### src/hw/rtl/assert_macros.svh
// Assertion helpers shared by the RTL.
`ifndef ASSERT_MACROS_SVH
`define ASSERT_MACROS_SVH
`ifndef ASSERT_OFF
`define ASSERT_IMPLY(label, clk, rst, ante, cons) \
  label: assert property (@(posedge clk) disable iff (rst) (ante) |-> (cons)) \
    else $error("implication check failed");
`define ASSERT_NEVER(label, clk, rst, cond) \
  label: assert property (@(posedge clk) disable iff (rst) !(cond)) \
    else $error("forbidden condition seen");
`else
`define ASSERT_IMPLY(label, clk, rst, ante, cons)
`define ASSERT_NEVER(label, clk, rst, cond)
`endif
`endif

### src/hw/rtl/brm_pkg.sv
package brm_pkg;

  localparam int THR_BITS   = 12;
  localparam int WIN_BITS   = 10;
  localparam int SCALE_BITS = 6;
  localparam int BEAT_BITS  = 10;
  localparam int RATE_BITS  = 15;
  localparam int PROD_BITS  = BEAT_BITS + SCALE_BITS;
  localparam int CFG_BITS   = 12;
  localparam int IDX_BITS   = 2;
  localparam int QUO_BITS   = 9;
  localparam int REM_BITS   = 7;

  localparam logic [THR_BITS-1:0]   RESET_THRESHOLD = 12'd100;
  localparam logic [WIN_BITS-1:0]   RESET_WINDOW    = 10'd500;
  localparam logic [SCALE_BITS-1:0] RESET_SCALE     = 6'd12;

  localparam logic OP_BUTTON = 1'b1;

  localparam logic [IDX_BITS-1:0] REG_THRESHOLD = 2'd0;
  localparam logic [IDX_BITS-1:0] REG_WINDOW    = 2'd1;
  localparam logic [IDX_BITS-1:0] REG_SCALE     = 2'd2;

  localparam logic [BEAT_BITS-1:0] BEAT_MAX = 10'd1023;
  localparam logic [RATE_BITS-1:0] RATE_MAX = 15'd32767;

  // n / 100 == (n * 5243) >> 19 for every 15-bit n
  localparam logic [12:0] RECIP_100   = 13'd5243;
  localparam int          RECIP_SHIFT = 19;

  typedef struct packed {
    logic [THR_BITS-1:0]   threshold;
    logic [WIN_BITS-1:0]   window_length;
    logic [SCALE_BITS-1:0] rate_scale;
  } cfg_t;

  typedef struct packed {
    logic [BEAT_BITS-1:0]  beats;
    logic [SCALE_BITS-1:0] scale;
    logic                  cleared;
  } beat_word_t;

  typedef struct packed {
    logic [RATE_BITS-1:0] rate;
    logic                 cleared;
  } rate_word_t;

  typedef struct packed {
    logic [RATE_BITS-1:0] rate;
    logic [QUO_BITS-1:0]  quot;
    logic                 cleared;
  } quot_word_t;

  function automatic logic [3:0] tens_of(input logic [REM_BITS-1:0] r);
    logic [3:0] t;
    t = 4'd0;
    for (int k = 1; k <= 9; k++) begin
      if (r >= REM_BITS'(k * 10)) t = 4'(k);
    end
    return t;
  endfunction

  function automatic logic [3:0] ones_of(input logic [REM_BITS-1:0] r,
                                         input logic [3:0] t);
    logic [REM_BITS-1:0] tx10;
    tx10 = REM_BITS'({t, 3'b000}) + REM_BITS'({t, 1'b0});
    return 4'(r - tx10);
  endfunction

endpackage

### src/hw/rtl/brm_cfg.sv
module brm_cfg (
  input  logic                           clk,
  input  logic                           rst,
  input  logic                           cfg_valid,
  input  logic [brm_pkg::IDX_BITS-1:0]   cfg_index,
  input  logic [brm_pkg::CFG_BITS-1:0]   cfg_data,
  output brm_pkg::cfg_t                  cfg
);

  always_ff @(posedge clk) begin
    if (rst) begin
      cfg.threshold     <= brm_pkg::RESET_THRESHOLD;
      cfg.window_length <= brm_pkg::RESET_WINDOW;
      cfg.rate_scale    <= brm_pkg::RESET_SCALE;
    end else if (cfg_valid) begin
      case (cfg_index)
        brm_pkg::REG_THRESHOLD: begin
          cfg.threshold <= cfg_data[brm_pkg::THR_BITS-1:0];
        end
        brm_pkg::REG_WINDOW: begin
          cfg.window_length <= cfg_data[brm_pkg::WIN_BITS-1:0];
        end
        brm_pkg::REG_SCALE: begin
          cfg.rate_scale <= cfg_data[brm_pkg::SCALE_BITS-1:0];
        end
        default: begin
        end
      endcase
    end
  end

endmodule

### src/hw/rtl/brm_step.sv
`include "assert_macros.svh"

module brm_step #(
  parameter int SAMPLE_BITS = 12,
  parameter int MAX_WINDOW  = 1023
) (
  input  logic                 clk,
  input  logic                 rst,
  input  brm_pkg::cfg_t        cfg,
  input  logic                 in_valid,
  output logic                 in_ready,
  input  logic                 operation,
  input  logic [11:0]          sample,
  output logic                 dn_valid,
  input  logic                 dn_ready,
  output brm_pkg::beat_word_t  dn_word
);

  localparam int CMP_BITS = (SAMPLE_BITS < 12) ? SAMPLE_BITS : 12;
  localparam int WIN_MAX  = (1 << brm_pkg::WIN_BITS) - 1;
  localparam int LEN_MAX  = (MAX_WINDOW < WIN_MAX) ? MAX_WINDOW : WIN_MAX;
  localparam int CNT_BITS = $clog2(LEN_MAX + 1);

  logic                 s1_valid;
  logic                 s1_op;
  logic [11:0]          s1_sample;
  logic                 s1_adv;
  logic                 dn_room;

  logic                 active, active_next;
  logic                 running, running_next;
  logic                 level_high, level_next;
  logic [CNT_BITS-1:0]  sample_count, count_next, count_inc;
  logic [brm_pkg::BEAT_BITS-1:0] beat_count, beats_next, beats_inc;
  logic                 emit;
  brm_pkg::beat_word_t  word_next;

  logic                 low;
  logic [brm_pkg::WIN_BITS-1:0] len_clip;
  logic [CNT_BITS-1:0]  len;

  assign low = s1_sample[CMP_BITS-1:0] < cfg.threshold[CMP_BITS-1:0];

  always_comb begin
    len_clip = (cfg.window_length > brm_pkg::WIN_BITS'(LEN_MAX)) ?
               brm_pkg::WIN_BITS'(LEN_MAX) : cfg.window_length;
    len = (len_clip == '0) ? CNT_BITS'(1) : len_clip[CNT_BITS-1:0];
  end

  assign count_inc = sample_count + CNT_BITS'(1);
  assign beats_inc = (low && level_high && beat_count != brm_pkg::BEAT_MAX) ?
                     beat_count + brm_pkg::BEAT_BITS'(1) : beat_count;

  always_comb begin
    active_next  = active;
    running_next = running;
    level_next   = level_high;
    count_next   = sample_count;
    beats_next   = beat_count;
    emit         = 1'b0;
    word_next    = '0;
    if (s1_valid) begin
      if (s1_op == brm_pkg::OP_BUTTON) begin
        active_next  = !active;
        running_next = 1'b0;
        level_next   = 1'b0;
        count_next   = '0;
        beats_next   = '0;
        if (active) begin
          emit              = 1'b1;
          word_next.cleared = 1'b1;
        end
      end else if (active) begin
        if (!running) begin
          if (low) begin
            running_next = 1'b1;
            level_next   = 1'b0;
            count_next   = '0;
            beats_next   = '0;
          end
        end else begin
          level_next = !low;
          beats_next = beats_inc;
          count_next = count_inc;
          if (count_inc >= len) begin
            emit            = 1'b1;
            word_next.beats = beats_inc;
            word_next.scale = cfg.rate_scale;
            running_next    = 1'b0;
            level_next      = 1'b0;
            count_next      = '0;
            beats_next      = '0;
          end
        end
      end
    end
  end

  assign dn_room  = !dn_valid || dn_ready;
  assign s1_adv   = s1_valid && (!emit || dn_room);
  assign in_ready = !s1_valid || s1_adv;

  always_ff @(posedge clk) begin
    if (rst) begin
      s1_valid <= 1'b0;
    end else if (in_ready) begin
      s1_valid <= in_valid;
    end
  end

  always_ff @(posedge clk) begin
    if (in_valid && in_ready) begin
      s1_op     <= operation;
      s1_sample <= sample;
    end
  end

  always_ff @(posedge clk) begin
    if (rst) begin
      active       <= 1'b0;
      running      <= 1'b0;
      level_high   <= 1'b0;
      sample_count <= '0;
      beat_count   <= '0;
    end else if (s1_adv) begin
      active       <= active_next;
      running      <= running_next;
      level_high   <= level_next;
      sample_count <= count_next;
      beat_count   <= beats_next;
    end
  end

  always_ff @(posedge clk) begin
    if (rst) begin
      dn_valid <= 1'b0;
    end else if (dn_room) begin
      dn_valid <= s1_valid && emit;
    end
  end

  always_ff @(posedge clk) begin
    if (dn_room && s1_valid && emit) begin
      dn_word <= word_next;
    end
  end

  `ASSERT_NEVER(a_run_needs_active, clk, rst, running && !active)
  `ASSERT_IMPLY(a_idle_is_clear, clk, rst, !active,
                sample_count == '0 && beat_count == '0 && !level_high)

endmodule

### src/hw/rtl/brm_scale.sv
module brm_scale (
  input  logic                 clk,
  input  logic                 rst,
  input  logic                 up_valid,
  output logic                 up_ready,
  input  brm_pkg::beat_word_t  up_word,
  output logic                 dn_valid,
  input  logic                 dn_ready,
  output brm_pkg::rate_word_t  dn_word
);

  logic [brm_pkg::PROD_BITS-1:0] prod;
  brm_pkg::rate_word_t           word_next;

  assign up_ready = !dn_valid || dn_ready;

  always_comb begin
    prod = brm_pkg::PROD_BITS'(up_word.beats) * brm_pkg::PROD_BITS'(up_word.scale);
    word_next.rate = (prod > brm_pkg::PROD_BITS'(brm_pkg::RATE_MAX)) ?
                     brm_pkg::RATE_MAX : prod[brm_pkg::RATE_BITS-1:0];
    word_next.cleared = up_word.cleared;
  end

  always_ff @(posedge clk) begin
    if (rst) begin
      dn_valid <= 1'b0;
    end else if (up_ready) begin
      dn_valid <= up_valid;
    end
  end

  always_ff @(posedge clk) begin
    if (up_valid && up_ready) begin
      dn_word <= word_next;
    end
  end

endmodule

### src/hw/rtl/brm_bcd.sv
module brm_bcd (
  input  logic                            clk,
  input  logic                            rst,
  input  logic                            up_valid,
  output logic                            up_ready,
  input  brm_pkg::rate_word_t             up_word,
  output logic                            out_valid,
  input  logic                            out_ready,
  output logic [brm_pkg::RATE_BITS-1:0]   rate,
  output logic [3:0]                      hundreds_digit,
  output logic [3:0]                      tens_digit,
  output logic [3:0]                      ones_digit,
  output logic                            cleared
);

  localparam int MUL_BITS = brm_pkg::RATE_BITS + 13;

  logic                   q_valid;
  logic                   q_ready;
  brm_pkg::quot_word_t    q_word;
  logic [MUL_BITS-1:0]    recip;
  logic [brm_pkg::RATE_BITS-1:0] q_x100;
  logic [brm_pkg::REM_BITS-1:0]  rem;
  logic [3:0]             tens;

  assign recip = MUL_BITS'(up_word.rate) * MUL_BITS'(brm_pkg::RECIP_100);

  assign q_ready  = !out_valid || out_ready;
  assign up_ready = !q_valid || q_ready;

  always_ff @(posedge clk) begin
    if (rst) begin
      q_valid <= 1'b0;
    end else if (up_ready) begin
      q_valid <= up_valid;
    end
  end

  always_ff @(posedge clk) begin
    if (up_valid && up_ready) begin
      q_word.rate    <= up_word.rate;
      q_word.quot    <= recip[brm_pkg::RECIP_SHIFT +: brm_pkg::QUO_BITS];
      q_word.cleared <= up_word.cleared;
    end
  end

  always_comb begin
    q_x100 = brm_pkg::RATE_BITS'({q_word.quot, 6'b0}) +
             brm_pkg::RATE_BITS'({q_word.quot, 5'b0}) +
             brm_pkg::RATE_BITS'({q_word.quot, 2'b0});
    rem    = brm_pkg::REM_BITS'(q_word.rate - q_x100);
    tens   = brm_pkg::tens_of(rem);
  end

  always_ff @(posedge clk) begin
    if (rst) begin
      out_valid <= 1'b0;
    end else if (q_ready) begin
      out_valid <= q_valid;
    end
  end

  always_ff @(posedge clk) begin
    if (q_valid && q_ready) begin
      rate           <= q_word.rate;
      hundreds_digit <= (q_word.quot > brm_pkg::QUO_BITS'(9)) ?
                        4'd9 : q_word.quot[3:0];
      tens_digit     <= tens;
      ones_digit     <= brm_pkg::ones_of(rem, tens);
      cleared        <= q_word.cleared;
    end
  end

endmodule

### src/hw/rtl/beat_rate_meter.sv
// channel  | handshake               | word
// in       | in_valid / in_ready     | operation, sample
// cfg      | cfg_valid / cfg_ready   | cfg_index, cfg_data
// out      | out_valid / out_ready   | rate, hundreds_digit, tens_digit, ones_digit, cleared
//
// One word accepted per cycle unless back-pressure on out stalls the step; a result
// passes the input reg, step, scale multiply, reciprocal divide and output reg.
// cfg_ready is always high; each write is registered in brm_cfg.
// rst clears the valid flags and the step state; registers return to 100 / 500 / 12.
// Back-pressure on out ripples up stage by stage; words with no result
// never occupy the stages after the step.
`include "assert_macros.svh"

module beat_rate_meter #(
  parameter int SAMPLE_BITS = 12,
  parameter int MAX_WINDOW  = 1023
) (
  input  logic                            clk,
  input  logic                            rst,
  input  logic                            in_valid,
  output logic                            in_ready,
  input  logic                            operation,
  input  logic [11:0]                     sample,
  input  logic                            cfg_valid,
  output logic                            cfg_ready,
  input  logic [brm_pkg::IDX_BITS-1:0]    cfg_index,
  input  logic [brm_pkg::CFG_BITS-1:0]    cfg_data,
  output logic                            out_valid,
  input  logic                            out_ready,
  output logic [brm_pkg::RATE_BITS-1:0]   rate,
  output logic [3:0]                      hundreds_digit,
  output logic [3:0]                      tens_digit,
  output logic [3:0]                      ones_digit,
  output logic                            cleared
);

  brm_pkg::cfg_t        cfg;
  logic                 ev_valid, ev_ready;
  brm_pkg::beat_word_t  ev_word;
  logic                 rt_valid, rt_ready;
  brm_pkg::rate_word_t  rt_word;

  assign cfg_ready = 1'b1;

  brm_cfg u_cfg (
    .clk       (clk),
    .rst       (rst),
    .cfg_valid (cfg_valid && cfg_ready),
    .cfg_index (cfg_index),
    .cfg_data  (cfg_data),
    .cfg       (cfg)
  );

  brm_step #(
    .SAMPLE_BITS (SAMPLE_BITS),
    .MAX_WINDOW  (MAX_WINDOW)
  ) u_step (
    .clk       (clk),
    .rst       (rst),
    .cfg       (cfg),
    .in_valid  (in_valid),
    .in_ready  (in_ready),
    .operation (operation),
    .sample    (sample),
    .dn_valid  (ev_valid),
    .dn_ready  (ev_ready),
    .dn_word   (ev_word)
  );

  brm_scale u_scale (
    .clk      (clk),
    .rst      (rst),
    .up_valid (ev_valid),
    .up_ready (ev_ready),
    .up_word  (ev_word),
    .dn_valid (rt_valid),
    .dn_ready (rt_ready),
    .dn_word  (rt_word)
  );

  brm_bcd u_bcd (
    .clk            (clk),
    .rst            (rst),
    .up_valid       (rt_valid),
    .up_ready       (rt_ready),
    .up_word        (rt_word),
    .out_valid      (out_valid),
    .out_ready      (out_ready),
    .rate           (rate),
    .hundreds_digit (hundreds_digit),
    .tens_digit     (tens_digit),
    .ones_digit     (ones_digit),
    .cleared        (cleared)
  );

  `ASSERT_IMPLY(a_cleared_is_zero, clk, rst, out_valid && cleared,
                rate == '0 && hundreds_digit == '0 && tens_digit == '0 && ones_digit == '0)
  `ASSERT_IMPLY(a_digits_bcd, clk, rst, out_valid,
                hundreds_digit <= 4'd9 && tens_digit <= 4'd9 && ones_digit <= 4'd9)
  `ASSERT_IMPLY(a_hundreds_sat, clk, rst, out_valid && rate >= 15'd1000,
                hundreds_digit == 4'd9)

endmodule

### config.mk
export PLATFORM = sky130hd
export DESIGN_NAME = beat_rate_meter
export DESIGN_NICKNAME = d
export VERILOG_FILES = /design/src/hw/rtl/brm_pkg.sv /design/src/hw/rtl/brm_cfg.sv /design/src/hw/rtl/brm_step.sv /design/src/hw/rtl/brm_scale.sv /design/src/hw/rtl/brm_bcd.sv /design/src/hw/rtl/beat_rate_meter.sv
export VERILOG_INCLUDE_DIRS = /design/src /design/src/hw/rtl
export SDC_FILE = /design/constraint.sdc
export NUM_CORES = 1
export LEC_CHECK = 0
export BUFFER_PORTS_ARGS = -buffer_cell sky130_fd_sc_hd__buf_4
export CAP_MARGIN = 25
export CORE_MARGIN = 10
export CORE_UTILIZATION = 65
export CTS_CLUSTER_DIAMETER = 80
export DETAILED_ROUTE_END_ITERATION = 12
export PLACE_DENSITY = 0.81
export SLEW_MARGIN = 20
export SYNTH_ARGS = -nofsm -noshare
export SYNTH_HDL_FRONTEND = slang
export SYNTH_SLANG_ARGS = --single-unit
### constraint.sdc
create_clock -name clk -period 11.3 [get_ports clk]
set_input_delay 0.565 -clock clk [delete_from_list [all_inputs] [get_ports clk]]
set_output_delay 0.565 -clock clk [all_outputs]
set_load 0.05 [all_outputs]
==> summary.md, run 1 <==
| Metric | Value |
|---|---|
| Largest net degree at the start of global routing | `67` |
| Sequential fraction of the synthesis area | `33.45%` |
| CTS tree | `built` |
| Final setup vio count | `0` |
| Gr ovfl total | `0` |
| Hold WC Path Type | `input pin to register` |
| Commonest register cell after synthesis | `edfxtp_1` |
| Die W | `157.2 µm` |
| Worst skew pair latency | `440 ps` |
| First-pass GRT wire length | `42.69 mm` |
| Pwr dens | `103.8 nW/µm²` |
| Largest cells by area after synthesis | `edfxtp_1 24%, fa_1 17%, ha_1 16%` |
| Final slew viol count | `0` |
| Least-Margin Pin Slew | `740.0 ps` |
| Setup TNS Final | `0 ps` |
| Resized Gates After CTS | `0` |
| Via-to-Cell Ratio | `5.729` |
| Top-count cell post-synth | `inv_1` |
| # port buffers | `61` |
| Non-Filler Instances | `1471` |
| F_max | `189.2 MHz` |
| Yosys reg bits | `155` |
| Startpoint Class | `register` |
| CP Data Arrival Time | `5470 ps` |
| Fin crit period | `5286 ps` |
| Mean post-synth cell area | `10.44 µm²` |
| Post-synth net total | `1466` |
| DRC violations left | `0` |
| EDFF count, synth | `99` |
| Reg2reg end | `u_bcd.q_word[8]` |
| Die Footprint | `24720 µm²` |
| Final RePlAce weighted congestion | `0.9116` |
| Fin nets | `1518` |
| Final Instance Area | `13450 µm²` |
| R2r startpoint | `u_scale.dn_word[12]` |
| Fin. Hold Viols | `0` |
| Worst setup path endpoint | `u_bcd.q_word[8]` |
| Syn Inst Count | `1172` |
| Vias in the first global route | `8961` |
| Yosys top cell area share | `24.29%` |
| Longest Clk Path Bufs | `2` |
| Pleak | `0.006081 µW` |
| Wire length per cell | `17.57 µm` |
| GRT Overall Usage | `21.64%` |
| Share of cells above drive strength 1 | `10.11%` |
| Synth Cell Area | `12240 µm²` |
| Clock root buffer master | `clkbuf_16` |
| Height of the die | `157.2 µm` |
| Worst setup EP type | `register` |
| Internal reg-to-reg setup slack | `6010 ps` |
| Power Total | `1395 µW` |
| Post-synth top cells | `203 x inv_1, 160 x ha_1, 102 x fa_1, 99 x edfxtp_1, 82 x nand2_1` |
| MaxCap Viol Count | `0` |
| Routed via count | `8427` |
| Synth area leader | `edfxtp_1` |
| Starting density of the core | `65.65%` |
| Synth-to-Final Area Change | `9.885%` |
| Drt pass-1 iters | `7` |
| Worst Reg-to-Reg Cells | `14` |
| Crit path launch | `u_scale.dn_word[12]` |
| Initial antenna violation count | `0` |
| Rows | `50` |
| CP Class | `register to register` |
| Worst-path clk slew | `70 ps` |
| Dpl cells | `1439` |
| Unrepaired setup endpoints after global routing | `no` |
| H-Tree Depth | `4` |
| CP max FO | `7` |
| Ant. Diodes | `0` |
| Placed cell area | `12880 µm²` |
| Outcome | `finished, final reports clean` |
| Final antenna-violating net count | `0` |
| Hold slack | `301.4 ps` |
| First DRT Iteration DRCs | `457` |
| # Post-CTS Setup Buffers | `0` |
| Relative slew slack | `50.67%` |
| HPWL after DPL | `19.45 mm` |
| Worst Skew | `11.43 ps` |
| Core region area | `18640 µm²` |
| Worst-case vdd ir drop | `0.09894 mV` |
| Yosys warnings | `0` |
| Critical Path RT | `11490 ps` |
| Post-synth cell types | `78` |
| Total CTS buffers | `17` |
| Clk sinks | `155` |
| Routed WL | `25.85 mm` |
| Final Cycle Share | `46.78%` |
| Io pins | `63` |
| Hold Buf Count CTS | `0` |
| Ys async rst share | `0%` |
layout by cell type (no fill, tap or decap), drive strengths merged, types with 2 or more instances in the layout:
cell,netlist,routed
a311oi,3,3
o21ai,40,40
o21bai,6,6
a211o,14,14
nor2,58,58
a21o,6,6
xnor2,28,28
o21a,8,8
nand2b,13,13
a211oi,11,11
o31ai,2,2
mux2i,11,11
a21oi,54,54
nand3,19,19
edfxtp,99,99
or2,4,4
or3,3,3
and3,10,10
nor3,29,29
dfxtp,56,56
fa,102,102
o2111ai,2,2
a31oi,4,4
a311o,2,2
nand3b,4,4
nand2,83,83
nand4,11,11
nor4,3,3
o211ai,6,6
inv,203,214
nor2b,8,8
o31a,2,2
a2111oi,3,3
xor2,14,14
o22ai,4,4
buf,13,66
ha,160,160
clkbuf,20,19
and2,34,34
final cells by class:
cell class	instances	area [µm²]
multi-input cells	781	7242
repair buffers	66	495.5
clock buffers	19	442.9
flip-flops and latches	155	4094
clock inverters	13	120.1
well taps	234	292.8
fillers	1298	5194
inverters	203	762.0
where the power goes:
group	internal, µW	total (µW)	switching (µW)	leakage [µW]
logic	90.3	212	121	0.00447
clock network	298	564	266	0.000279
registers	613	620	7.12	0.00133
total	1000	1400	394	0.00608
how the worst min path moves through the flow:
stage               cells past startpoint                   to             start  slack (ps)
floorplan                               0        u_bcd.cleared   u_bcd.q_word[0]         400
global placement                        0       u_bcd.rate[14]  u_bcd.q_word[24]         400
detailed placement                      0       u_bcd.rate[14]  u_bcd.q_word[24]         410
CTS                                     1         u_step.s1_op         operation         290
global route                            1  u_step.s1_sample[6]         sample[6]         290
finish                                  1  u_step.s1_sample[6]         sample[6]         300
kinds of logic after synthesis:
| family | count (synthesis) | share of synthesized area [%] |
|---|---|---|
| other | 1 | 0.03064 |
| and+or+nand+nor | 285 | 11.59 |
| muxes | 12 | 0.9916 |
| DFF | 155 | 33.45 |
| AOI/OAI and AO/OA | 177 | 10.13 |
| xor gates and xnor gates | 43 | 3.190 |
| adders and majority gates | 263 | 33.12 |
| buffers and inverters | 236 | 7.493 |
layer usage:
layer  global-route usage [%]  up-vias  share of wire (%)
met5                        0        -                  0
met4                    6.946        0                2.3
met3                    3.903       51                4.6
met2                    39.77      231                 53
met1                    24.83     4093                 40
li1                         -     4052                  -
registers in the layout, summed over array words and instances, names as in the netlist, 4 cells and up:
| signal | count |
|---|---|
| u_bcd.rate | 15 |
| u_step.beat_count | 10 |
| u_bcd.tens_digit | 4 |
| u_cfg.cfg | 28 |
| u_bcd.q_word | 25 |
| u_step.dn_word | 17 |
| u_step.sample_count | 10 |
| u_step.s1_sample | 12 |
| u_bcd.ones_digit | 4 |
| u_scale.dn_word | 16 |
| u_bcd.hundreds_digit | 4 |
worst max-delay path, stage by stage (launching register included):
cell and delay [ps]:
edfxtp_1 540, fa_1 560, ha_1 320, fa_1 480, fa_1 540, fa_1 540
ha_1 340, a211oi_1 290, o211ai_1 120, o21ai_0 230, a31oi_1 180, or2_2 350
a211o_1 280, a21oi_1 180, xnor2_1 80
through the flow:
stage               worst slack (ps)  util [%]
floorplan                       6384         -
global placement                6182     69.07
detailed placement              6099     69.07
CTS                             6023     72.09
global route                    5776     72.14
finish                          6014     72.14
Power figures use the tool's default switching activity.
==> run 2: changes to the inputs <==
--- a/config.mk
+++ b/config.mk
@@ -9,10 +9,10 @@
 export BUFFER_PORTS_ARGS = -buffer_cell sky130_fd_sc_hd__buf_4
 export CAP_MARGIN = 25
 export CORE_MARGIN = 10
-export CORE_UTILIZATION = 65
+export CORE_UTILIZATION = 63
 export CTS_CLUSTER_DIAMETER = 80
 export DETAILED_ROUTE_END_ITERATION = 12
-export PLACE_DENSITY = 0.81
+export PLACE_DENSITY = 0.79
 export SLEW_MARGIN = 20
 export SYNTH_ARGS = -nofsm -noshare
 export SYNTH_HDL_FRONTEND = slang
==> constraint.sdc (replaced) <==
create_clock -name clk -period 5.05 [get_ports clk]
set_input_delay 0.2525 -clock clk [delete_from_list [all_inputs] [get_ports clk]]
set_output_delay 0.2525 -clock clk [all_outputs]
set_load 0.05 [all_outputs]
==> run 2 against run 1 <==
Net effect: the flow now finishes with violations (negative setup slack); core utilization increased by 2.2 points; clock skew increased by 2.4 ps; power increased by 130%; critical path type unchanged; critical endpoint is now u_bcd.q_word[9].
==> summary.md, run 2 (synthesized netlist as in run 1, its figures left out) <==
| Metric | Value |
|---|---|
| Core region area | `18890 µm² (was 18640 µm²)` |
| Max reg flops | `28 (unchanged)` |
| Placed cell area | `13080 µm² (was 12880 µm²)` |
| Fin. Hold Viols | `0 (unchanged)` |
| Pleak | `0.006317 µW (was 0.006081 µW)` |
| Biggest register | `u_cfg.cfg (unchanged)` |
| Wire length per cell | `16.84 µm (was 17.57 µm)` |
| Least-Margin Pin Slew | `758.6 ps (was 740.0 ps)` |
| Routed WL | `26.07 mm (was 25.85 mm)` |
| Setup TNS Final | `-34.50 ps (was 0 ps)` |
| FILL cells | `1281 (was 1298)` |
| CP max FO | `6 (was 7)` |
| First-pass GRT wire length | `43.40 mm (was 42.69 mm)` |
| Unrepaired setup endpoints after global routing | `yes (was no)` |
| Final slew viol count | `0 (unchanged)` |
| Start point of the worst hold path | `sample[11] (was sample[6])` |
| Outcome | `finished, violations left (was finished, final reports clean)` |
| Fin util | `74.32% (was 72.14%)` |
| Pwr dens | `224.1 nW/µm² (was 103.8 nW/µm²)` |
| Worst Skew | `13.81 ps (was 11.43 ps)` |
| Final worst setup slack | `-34.50 ps (was 6014 ps)` |
| Relative slew slack | `49.43% (was 50.67%)` |
| H-Tree Depth | `4 (unchanged)` |
| Clk sinks | `155 (unchanged)` |
| Starting density of the core | `64.78% (was 65.65%)` |
| Worst setup EP type | `register (unchanged)` |
| CP Class | `register to register (unchanged)` |
| Via-to-Cell Ratio | `5.545 (was 5.729)` |
| Rows | `50 (unchanged)` |
| Internal reg-to-reg setup slack | `-30 ps (was 6010 ps)` |
| Failing checks | `negative setup slack` |
| Top Registers | `u_cfg.cfg: 28 flops, u_bcd.q_word: 25 flops, u_step.dn_word: 17 flops (unchanged)` |
| Synth-to-Final Area Change | `14.73% (was 9.885%)` |
| Gr ovfl total | `0 (unchanged)` |
| Final Cycle Share | `100.7% (was 46.78%)` |
| Final antenna-violating net count | `0 (unchanged)` |
| Vias in the first global route | `8991 (was 8961)` |
| Die Footprint | `25400 µm² (was 24720 µm²)` |
| Slowest stage delay, CP | `500 ps (was 560 ps)` |
| Height of the die | `159.4 µm (was 157.2 µm)` |
| Longest Clk Path Bufs | `2 (unchanged)` |
| Most frequent cells in the layout | `199 x inv_1, 154 x ha_1, 102 x buf_4 (was 203 x inv_1, 160 x ha_1, 102 x fa_1)` |
| Hold path cells | `1 (unchanged)` |
| R2r startpoint | `u_scale.dn_word[9] (was u_scale.dn_word[12])` |
| Worst-path clk slew | `70 ps (about the same)` |
| Ant. Diodes | `0 (unchanged)` |
| # port buffers | `61 (unchanged)` |
| GRT Overall Usage | `20.50% (was 21.64%)` |
| DRC violations left | `0 (unchanged)` |
| Commonest non-fill, non-tap cell in the layout | `inv_1 (unchanged)` |
| Share of cells above drive strength 1 | `14.13% (was 10.11%)` |
| Initial antenna violation count | `0 (unchanged)` |
| Fin nets | `1569 (was 1518)` |
| Die W | `159.4 µm (was 157.2 µm)` |
| HPWL after DPL | `19.43 mm (was 19.45 mm)` |
| Total CTS buffers | `17 (unchanged)` |
| Critical path's top delay family | `adder cells (unchanged)` |
| Crit-path most repeated cell | `fa_1 (unchanged)` |
| Power Total | `3147 µW (was 1395 µW)` |
| CP Buf/Inv Count | `3 (was 0)` |
| Final RePlAce weighted congestion | `0.8740 (was 0.9116)` |
| Worst-case vdd ir drop | `0.2109 mV (was 0.09894 mV)` |
| Worst skew pair latency | `440 ps (about the same)` |
| Fin crit period | `5085 ps (was 5286 ps)` |
| CTS tree | `built (unchanged)` |
| Hold WC Path Type | `input pin to register (unchanged)` |
| First DRT Iteration DRCs | `522 (was 457)` |
| Io pins | `63 (unchanged)` |
| F_max | `196.7 MHz (was 189.2 MHz)` |
| Critical Path RT | `5230 ps (was 11490 ps)` |
| Dpl cells | `1488 (was 1439)` |
| MaxCap Viol Count | `0 (unchanged)` |
| Largest net degree at the start of global routing | `67 (unchanged)` |
| Final Instance Area | `14040 µm² (was 13450 µm²)` |
| CP Data Arrival Time | `5270 ps (was 5470 ps)` |
| Clock root buffer master | `clkbuf_16 (unchanged)` |
| Worst Reg-to-Reg Cells | `17 (was 14)` |
| Reg2reg end | `u_bcd.q_word[9] (was u_bcd.q_word[8])` |
| Drt pass-1 iters | `7 (unchanged)` |
| Max stage delay cell, worst path | `fa_1 (unchanged)` |
| CP cell instances | `buf_4 > fa_1 > ha_1 > inv_1 > fa_1 > inv_1 > fa_1 > fa_1 > ha_1 > nand4_1 > o211ai_1 > o21ai_2 > a31oi_4 > o311ai_4 > a21oi_2 > o41ai_2 > xnor2_1 (was fa_1 > ha_1 > fa_1 > fa_1 > fa_1 > ha_1 > a211oi_1 > o211ai_1 > o21ai_0 > a31oi_1 > or2_2 > a211o_1 > a21oi_1 > xnor2_1)` |
| Routed via count | `8584 (was 8427)` |
| Hold EP | `u_step.s1_sample[11] (was u_step.s1_sample[6])` |
| Startpoint Class | `register (unchanged)` |
| Non-Filler Instances | `1548 (was 1471)` |
| Final setup vio count | `1 (was 0)` |
==> run 2: cell types whose count changed in the layout (fill, tap and decap cells not counted), moves of 4 or more <==
| cell | previous run | this run |
|---|---|---|
| ha_4 | 0 | 5 |
| inv_1 | 203 | 199 |
| inv_2 | 0 | 4 |
| dlygate4sd3_1 | 0 | 12 |
| buf_4 | 66 | 102 |
| ha_1 | 160 | 154 |
==> run 2: through the flow <==
step / hold slack [ps] / worst slack [ps]
floorplan: 351.4 / 134.3
global placement: 402.2 / 29.12
detailed placement: 404.5 / -81.38
CTS: 4.968 / 13.64
global route: 5.047 / -220.0
finish: 14.55 / -34.50
==> run 2: metal layers <==
metal	global-route usage (%)	wire length, µm	vias to the layer above
met5	0	0	-
met4	6.234	734	0
met3	3.511	1018	57
met2	37.03	13340	211
met1	24.28	10980	4165
li1	-	-	4151
==> run 2: where the power goes <==
part / internal, µW / switching (µW)
registers: 1370 / 13.0
clock network: 674 / 566
logic: 229 / 295
total: 2270 / 873
==> run 2: final cells by class <==
cell class	count	area, µm²	share of cell area [%]
clock buffers	20	457.9	3.261
clock inverters	12	105.1	0.7485
inverters	203	762.0	5.426
multi-input cells	781	7378	52.54
flip-flops and latches	155	4094	29.15
well taps	260	325.3	2.317
repair buffers	117	919.6	6.549
==> run 2: repair_timing <==
action                                 CTS  global route
endpoints found under the hold margin   12             0
pin swaps                               16            26
setup buffers                            8             8
resized for setup                       11            17
setup endpoints to repair               15            21
hold buffers                            12             0
==> run 2: worst max path at each step <==
stage,start,end,slack [ps],depth (start not counted)
2_1_floorplan,u_scale.dn_word[9],u_bcd.q_word[8],130,18
3_3_place_gp,u_scale.dn_word[12],u_bcd.q_word[8],30,16
3_5_place_dp,u_scale.dn_word[12],u_bcd.q_word[8],-80,14
4_1_cts,u_scale.dn_word[7],u_bcd.q_word[9],10,18
5_1_grt,u_scale.dn_word[11],u_bcd.q_word[9],-220,18
6_report,u_scale.dn_word[9],u_bcd.q_word[9],-30,17
==> run 2: worst register-to-register path: stages, from the launching register on <==
cell,delay [ps]
edfxtp_1,390
buf_4,190
fa_1,490
ha_1,310
inv_1,60
fa_1,470
inv_1,50
fa_1,500
fa_1,470
ha_1,350
nand4_1,190
o211ai_1,130
o21ai_2,230
a31oi_4,140
o311ai_4,310
a21oi_2,110
o41ai_2,330
xnor2_1,110
